==> config.mk <==
export PLATFORM = sky130hd
export DESIGN_NAME = gijr_ctrl
export DESIGN_NICKNAME = d
export VERILOG_FILES = /design/src/design/gijr_pkg.sv /design/src/design/gijr_ctrl.sv
export SDC_FILE = /design/constraint.sdc
export NUM_CORES = 1
export LEC_CHECK = 0
export BUFFER_PORTS_ARGS = -buffer_cell sky130_fd_sc_hd__buf_2
export CAP_MARGIN = 20
export CORE_ASPECT_RATIO = 1.5
export CORE_UTILIZATION = 65
export CTS_BUF_LIST = sky130_fd_sc_hd__clkbuf_2 sky130_fd_sc_hd__clkbuf_4 sky130_fd_sc_hd__clkbuf_8
export CTS_CLUSTER_SIZE = 30
export DETAILED_ROUTE_END_ITERATION = 6
export HOLD_SLACK_MARGIN = 0.06
export PLACE_DENSITY = 0.89
export SYNTH_ARGS = -nofsm -noshare
export SYNTH_HDL_FRONTEND = slang
export SYNTH_SLANG_ARGS = --single-unit
==> constraint.sdc <==
create_clock -name clk_i -period 7.9 [get_ports clk_i]
set_input_delay 0.395 -clock clk_i [delete_from_list [all_inputs] [get_ports clk_i]]
set_output_delay 0.395 -clock clk_i [all_outputs]
set_load 0.005 [all_outputs]
==> src/design/gijr_pkg.sv <==
// ----------------------------------------------------------------------------
// gijr_pkg: shared types and constants
// Codes, widths and control records of the Jacobi reconstruction unit.
// ----------------------------------------------------------------------------
package gijr_pkg;

  localparam int DefMaxWidth  = 64;
  localparam int DefMaxHeight = 64;
  localparam int DefChannels  = 3;

  localparam int ActW   = 2;
  localparam int IdxW   = 14;
  localparam int DataW  = 32;
  localparam int AlphaW = 16;
  localparam int IterW  = 12;
  localparam int DimW   = 7;
  localparam int CfgIdxW = 2;

  localparam int AsqW  = 24;
  localparam int ProdW = DataW + AsqW + 1;
  localparam int NumW  = 64;
  localparam int DenW  = 26;
  localparam int UnitG = 16;
  localparam int UnitR = 17;

  localparam logic [AlphaW-1:0] AlphaRst = AlphaW'(819);
  localparam logic [IterW-1:0]  IterRst  = IterW'(200);
  localparam logic [DimW-1:0]   DimRst   = DimW'(64);

  localparam logic [ActW-1:0] ACT_LOAD = 2'd0;
  localparam logic [ActW-1:0] ACT_RUN  = 2'd1;
  localparam logic [ActW-1:0] ACT_READ = 2'd2;

  localparam logic [CfgIdxW-1:0] CFG_ALPHA  = 2'd0;
  localparam logic [CfgIdxW-1:0] CFG_ITER   = 2'd1;
  localparam logic [CfgIdxW-1:0] CFG_WIDTH  = 2'd2;
  localparam logic [CfgIdxW-1:0] CFG_HEIGHT = 2'd3;

  typedef enum logic [2:0] {
    OP_NONE,
    OP_INIT,
    OP_LEFT,
    OP_RIGHT,
    OP_UP,
    OP_DOWN
  } op_e;

  typedef enum logic [1:0] {
    OUT_ZERO,
    OUT_READ,
    OUT_DONE
  } out_e;

  typedef struct packed {
    logic ld_we;
    logic run_start;
    op_e  op;
    logic div_start;
    logic wr_en;
    logic wr_buf;
    logic wr_copy;
    logic buf_sel;
    logic out_load;
    out_e out_kind;
    logic rd_ok;
  } cmd_t;

  typedef struct packed {
    logic div_done;
  } status_t;

endpackage

==> src/design/gijr_ctrl.sv <==
// ----------------------------------------------------------------------------
// gijr_ctrl: sequencer
// Handles item handshakes and walks copy and sweep passes over the image.
// ----------------------------------------------------------------------------
module gijr_ctrl #(
  parameter int MAX_WIDTH  = gijr_pkg::DefMaxWidth,
  parameter int MAX_HEIGHT = gijr_pkg::DefMaxHeight,
  parameter int CHANNELS   = gijr_pkg::DefChannels
) (
  input  logic                          clk_i,
  input  logic                          rst_ni,
  input  logic                          in_valid_i,
  input  logic [gijr_pkg::ActW-1:0]     action_i,
  input  logic [gijr_pkg::IdxW-1:0]     element_index_i,
  output logic                          in_ready_o,
  output logic                          out_valid_o,
  input  logic                          out_ready_i,
  input  logic [gijr_pkg::IterW-1:0]    iteration_count_i,
  input  logic [gijr_pkg::DimW-1:0]     image_width_i,
  input  logic [gijr_pkg::DimW-1:0]     image_height_i,
  input  gijr_pkg::status_t             status_i,
  output gijr_pkg::cmd_t                cmd_o,
  output logic [$clog2(MAX_WIDTH*MAX_HEIGHT*CHANNELS)-1:0] rd_addr_o,
  output logic [$clog2(MAX_WIDTH*MAX_HEIGHT*CHANNELS)-1:0] wr_addr_o
);
  import gijr_pkg::*;

  localparam int Depth = MAX_WIDTH * MAX_HEIGHT * CHANNELS;
  localparam int AW    = $clog2(Depth);
  localparam int CW    = (CHANNELS > 1) ? $clog2(CHANNELS) : 1;

  localparam logic [2:0] S_IDLE  = 3'd0;
  localparam logic [2:0] S_READ  = 3'd1;
  localparam logic [2:0] S_COPY  = 3'd2;
  localparam logic [2:0] S_SWEEP = 3'd3;
  localparam logic [2:0] S_DIV   = 3'd4;

  logic [2:0]       state_q, state_d;
  logic [2:0]       ph_q, ph_d;
  logic [AW-1:0]    p_q, p_d, row_q, row_d;
  logic [DimW-1:0]  x_q, x_d, y_q, y_d, w_q, w_d, h_q, h_d;
  logic [CW-1:0]    c_q, c_d;
  logic [IterW-1:0] it_q, it_d, it_inc;
  logic             sel_q, sel_d;
  logic             rd_ok_q, rd_ok_d;
  logic             out_valid_q, out_valid_d;
  logic             in_fire, idx_ok, last_elem, c_last, x_last, y_last;
  logic [DimW-1:0]  w_eff, h_eff;

  assign in_ready_o  = (state_q == S_IDLE) && (!out_valid_q || out_ready_i);
  assign in_fire     = in_valid_i && in_ready_o;
  assign idx_ok      = 32'(element_index_i) < 32'(Depth);
  assign out_valid_o = out_valid_q;
  assign wr_addr_o   = p_q;
  assign it_inc      = it_q + IterW'(1);

  assign c_last    = c_q == CW'(CHANNELS - 1);
  assign x_last    = x_q == w_q - DimW'(1);
  assign y_last    = y_q == h_q - DimW'(1);
  assign last_elem = c_last && x_last && y_last;

  always_comb begin
    if (image_width_i == '0) begin
      w_eff = DimW'(1);
    end else if (32'(image_width_i) > MAX_WIDTH) begin
      w_eff = DimW'(MAX_WIDTH);
    end else begin
      w_eff = image_width_i;
    end
    if (image_height_i == '0) begin
      h_eff = DimW'(1);
    end else if (32'(image_height_i) > MAX_HEIGHT) begin
      h_eff = DimW'(MAX_HEIGHT);
    end else begin
      h_eff = image_height_i;
    end
  end

  always_comb begin
    state_d     = state_q;
    ph_d        = ph_q;
    p_d         = p_q;
    x_d         = x_q;
    y_d         = y_q;
    c_d         = c_q;
    it_d        = it_q;
    w_d         = w_q;
    h_d         = h_q;
    row_d       = row_q;
    sel_d       = sel_q;
    rd_ok_d     = rd_ok_q;
    out_valid_d = out_valid_q && !out_ready_i;
    rd_addr_o   = p_q;
    cmd_o           = '0;
    cmd_o.op        = OP_NONE;
    cmd_o.out_kind  = OUT_ZERO;
    cmd_o.rd_ok     = rd_ok_q;
    cmd_o.buf_sel   = (state_q == S_SWEEP || state_q == S_DIV) ? it_q[0] : sel_q;

    unique case (state_q)
      S_IDLE: begin
        if (in_fire) begin
          unique case (action_i)
            ACT_LOAD: begin
              cmd_o.ld_we    = idx_ok;
              cmd_o.out_load = 1'b1;
              out_valid_d    = 1'b1;
            end
            ACT_RUN: begin
              cmd_o.run_start = 1'b1;
              w_d     = w_eff;
              h_d     = h_eff;
              row_d   = AW'(w_eff * CHANNELS);
              p_d     = '0;
              x_d     = '0;
              y_d     = '0;
              c_d     = '0;
              it_d    = '0;
              ph_d    = '0;
              state_d = S_COPY;
            end
            ACT_READ: begin
              rd_addr_o = AW'(element_index_i);
              rd_ok_d   = idx_ok;
              state_d   = S_READ;
            end
            default: begin
              cmd_o.out_load = 1'b1;
              out_valid_d    = 1'b1;
            end
          endcase
        end
      end
      S_READ: begin
        cmd_o.out_load = 1'b1;
        cmd_o.out_kind = OUT_READ;
        out_valid_d    = 1'b1;
        state_d        = S_IDLE;
      end
      S_COPY: begin
        if (ph_q == '0) begin
          ph_d = 3'd1;
        end else begin
          cmd_o.wr_en   = 1'b1;
          cmd_o.wr_copy = 1'b1;
          ph_d          = '0;
        end
      end
      S_SWEEP: begin
        ph_d = ph_q + 3'd1;
        unique case (ph_q)
          3'd0: rd_addr_o = p_q;
          3'd1: begin
            rd_addr_o = p_q - AW'(CHANNELS);
            cmd_o.op  = OP_INIT;
          end
          3'd2: begin
            rd_addr_o = p_q + AW'(CHANNELS);
            cmd_o.op  = (x_q != '0) ? OP_LEFT : OP_NONE;
          end
          3'd3: begin
            rd_addr_o = p_q - row_q;
            cmd_o.op  = !x_last ? OP_RIGHT : OP_NONE;
          end
          3'd4: begin
            rd_addr_o = p_q + row_q;
            cmd_o.op  = (y_q != '0) ? OP_UP : OP_NONE;
          end
          3'd5: cmd_o.op = !y_last ? OP_DOWN : OP_NONE;
          default: begin
            cmd_o.div_start = 1'b1;
            ph_d            = '0;
            state_d         = S_DIV;
          end
        endcase
      end
      S_DIV: begin
        if (status_i.div_done) begin
          cmd_o.wr_en  = 1'b1;
          cmd_o.wr_buf = ~it_q[0];
        end
      end
      default: state_d = S_IDLE;
    endcase

    // element advance after each write of a copy or sweep pass
    if (cmd_o.wr_en) begin
      if (!last_elem) begin
        p_d = p_q + AW'(1);
        if (c_last) begin
          c_d = '0;
          if (x_last) begin
            x_d = '0;
            y_d = y_q + DimW'(1);
          end else begin
            x_d = x_q + DimW'(1);
          end
        end else begin
          c_d = c_q + CW'(1);
        end
        if (state_q == S_DIV) begin
          state_d = S_SWEEP;
        end
      end else begin
        p_d = '0;
        x_d = '0;
        y_d = '0;
        c_d = '0;
        if (state_q == S_COPY) begin
          it_d = '0;
        end else begin
          it_d = it_inc;
        end
        if ((state_q == S_COPY && iteration_count_i == '0) ||
            (state_q == S_DIV && it_inc == iteration_count_i)) begin
          sel_d          = iteration_count_i[0];
          cmd_o.out_load = 1'b1;
          cmd_o.out_kind = OUT_DONE;
          out_valid_d    = 1'b1;
          state_d        = S_IDLE;
        end else begin
          ph_d    = '0;
          state_d = S_SWEEP;
        end
      end
    end
  end

  always_ff @(posedge clk_i or negedge rst_ni) begin
    if (!rst_ni) begin
      state_q     <= S_IDLE;
      ph_q        <= '0;
      p_q         <= '0;
      x_q         <= '0;
      y_q         <= '0;
      c_q         <= '0;
      it_q        <= '0;
      w_q         <= DimW'(1);
      h_q         <= DimW'(1);
      row_q       <= '0;
      sel_q       <= 1'b0;
      rd_ok_q     <= 1'b0;
      out_valid_q <= 1'b0;
    end else begin
      state_q     <= state_d;
      ph_q        <= ph_d;
      p_q         <= p_d;
      x_q         <= x_d;
      y_q         <= y_d;
      c_q         <= c_d;
      it_q        <= it_d;
      w_q         <= w_d;
      h_q         <= h_d;
      row_q       <= row_d;
      sel_q       <= sel_d;
      rd_ok_q     <= rd_ok_d;
      out_valid_q <= out_valid_d;
    end
  end

endmodule

==> flow_summary.ini <==
[placement]
place_congestion = 1.02
numPortBuffers = 90
hpwl_um = 12800

[worst_setup_path]
criticalPathCategory = reg -> out
critPathMaxFanout = 14
regToRegSetupSlack_ns = 4.19
arrival_ns = 4.26
rr_startpoint = state_q[2]
r2r_cells = 7
required_ns = 7.51
endpoint_kind = primary output
r2r_end = wr_addr_o[4]
startpoint_type = flop

[finish]
drive_gt1_frac = 0.169
num-nets-final = 897
antenna_cells = 0
syn_to_final_growth_pct = 11.5
final.fill_count = 693

[synth]
syn_avg_cell_area_um2 = 8.34
syn_area_mm2 = 0.00620
synthCells = 743
yosys-top-cells-area = dfrtp_1, ha_1, nand2_1, xnor2_1, o21ai_0
synth_seq_cells = 74
ys.flop_type = dfrtp_1
yosysUniqueCellTypes = 77
synth-seq-area-share = 0.299
synth_nets = 827
synth-edff-count = 0
ys_warn_count = 0
synth_largest_area_cell = dfrtp_1
async_flop_share = 1.00
yosysTopAreaCellShare = 0.291

[timing]
worstMarginPinSlew_ns = 1.09
finalSetupViolations = 0
slew_headroom = 0.274
setup_tns_ns = 0
hold_viol_final = 0
maxSlewViolCount = 0
fin_crit_ns = 4.65
max_freq_ghz = 0.215
fin_skew_ns = 0.0143
fin_crit_sh = 0.589
grt_setup_unrepaired = false

[power_and_ir_drop]
ir_drop_uv = 234
p_per_area_mw_per_mm2 = 281
pwr-share-seq = 0.307
total_power_uw = 1940
p_sw_uw = 832
swShare = 0.428
p_leak_uw = 0.00331
pwr-share-comb = 0.488
p_int_uw = 1110
clock_power_share = 0.204

[die]
die-area_mm2 = 0.00994
core_mm2 = 0.00925
die_h_um = 122
rows = 43
io-pin-count = 91
die_width_um = 81.7
start_util = 0.670

[clocking]
cts_resized = 0
clkLatencyLatePin_ns = 0.37
clockRootBuffer = clkbuf_8
clk_pin_slew_ns = 0.07
cts_setup_buffers = 0
clockBufferDepth = 2
ctsHtreeMaxLevel = 3
ctsHoldBuffers = 0
numCtsBuffers = 9
cts_sinks = 74
cts_tree = done

[grt]
grt_max_degree = 75
grt_pass1_vias = 5917
grt-ovfl-total = 0
antenna_found_initial = 0
grt_usage = 0.364
grt_pass1_wl_um = 27700

[detailed_routing]
vias = 6040
routedWlPerCell_um = 18.4
drc_errors = 0
drtAntennaViolNets = 0
dr.pass1.iters = 6
via_per_inst = 6.49
drt_wl_total_um = 17200
drtIter0Drc = 420

[hold_path]
hp-class = in -> async

[status]
status = completed

[flow_run]
drv_cap = 0
## synth_stat cells, drive strengths merged (3+ instances only)
library cell  count
nand2            79
and2              8
a22oi             8
a21o             26
o21a              4
nor3b             3
a22o             11
or2               6
nand3            22
nor2b            13
nand4            10
and4              3
or3               7
a221o             6
xor2             24
and3             11
a41oi             3
clkbuf           14
a31oi            12
nand3b           10
nand2b           11
mux2i            16
mux2              6
nor3             20
nor4             15
o21ai            56
o31ai             8
buf              19
inv              40
a211oi            5
a21oi            44
a222oi            3
o21bai            6
ha               35
or4               5
nor2             44
xnor2            31
dfrtp            72
## power by group through the flow
stage | sequential, uW | combinational [uW] | clock (uW)
floorplan | 548 | 721 | 0
global placement | 589 | 881 | 0
global route | 608 | 1050 | 412
detailed placement | 597 | 924 | 0
finish | 597 | 948 | 397
CTS | 591 | 932 | 398
## cells in the final DEF, fill, tap and decap left out, drive strengths merged, types with 22 or more instances in the layout
cell and instances:
buf 92, a21oi 44, xnor2 31, ha 35, xor2 24, nand3 22, inv 41, a21o 26
o21ai 56, dfrtp 72, nor2 44, nand2 79
## area by class of cell
class | count | area [um2] | area share
sequential | 74 | 1850 | 0.268
clock inverter | 6 | 138 | 0.0199
clock buffer | 10 | 131 | 0.0190
timing repair buffer | 92 | 465 | 0.0673
tap | 112 | 140 | 0.0203
inverter | 40 | 150 | 0.0217
multi-input combinational | 596 | 4030 | 0.584
## per-stage QoR
stage	area (um2)	util	hold slack, ns	instances	setup WS, ns
floorplan	6200	-	0.0994	743	4.08
global placement	6640	0.718	0.478	914	3.77
detailed placement	6640	0.718	0.481	914	3.69
CTS	6910	0.747	0.251	930	3.28
global route	6910	0.747	0.258	930	2.99
finish	6910	0.747	0.241	930	3.25
## routing by layer
metal,up-vias,routed length (um),global-route usage
met3,71,1040,0.0757
met1,2868,6200,0.387
met5,-,0,0
met2,272,9000,0.632
met4,0,915,0.235
li1,2829,-,-
## worst max path at each step
stage | start | to | slack [ns] | depth (start not counted)
2_1_floorplan | ph_q[2] | rd_addr_o[12] | 4.08 | 16
3_3_place_gp | ph_q[2] | rd_addr_o[12] | 3.77 | 15
3_5_place_dp | ph_q[2] | rd_addr_o[12] | 3.69 | 15
4_1_cts | ph_q[2] | rd_addr_o[12] | 3.28 | 15
5_1_grt | ph_q[2] | rd_addr_o[13] | 2.99 | 15
6_report | ph_q[2] | rd_addr_o[12] | 3.25 | 15
## worst max-delay path, stage by stage, from the launching register on
cell and delay, ns:
dfrtp_1 0.49, inv_1 0.20, ha_1 0.49, nor2_1 0.21, o22ai_1 0.16, nand2_1 0.08, ha_1 0.22, fa_1 0.44
a211oi_1 0.29, o21a_1 0.22, o31ai_1 0.09, a21o_1 0.22, a21o_1 0.20, a2111o_1 0.41, nand3_1 0.07, buf_2 0.11
## state kept, by name (all words and copies together) (netlist names)
register,flops
h_q,7
row_q,9
it_q,12
y_q,7
sel_q,1
wr_addr_o,14
x_q,7
c_q,2
state_q,3
w_q,7
ph_q,3
rd_ok_q,1
out_valid_o,1
## cells by family (layout without fill, tap and decap cells)
| kind of cell | count (synthesis) | after routing | synth area share |
|---|---|---|---|
| AND/OR/NAND/NOR | 276 | 276 | 0.236 |
| flip-flops | 74 | 74 | 0.299 |
| adder cells (fa/ha/maj) | 37 | 37 | 0.0771 |
| XOR/XNOR | 55 | 55 | 0.0777 |
| buffers and inverters | 73 | 148 | 0.0503 |
| multiplexers | 22 | 22 | 0.0367 |
| AO/OA/AOI/OAI | 206 | 206 | 0.223 |
(Power assumes the default switching activity.)
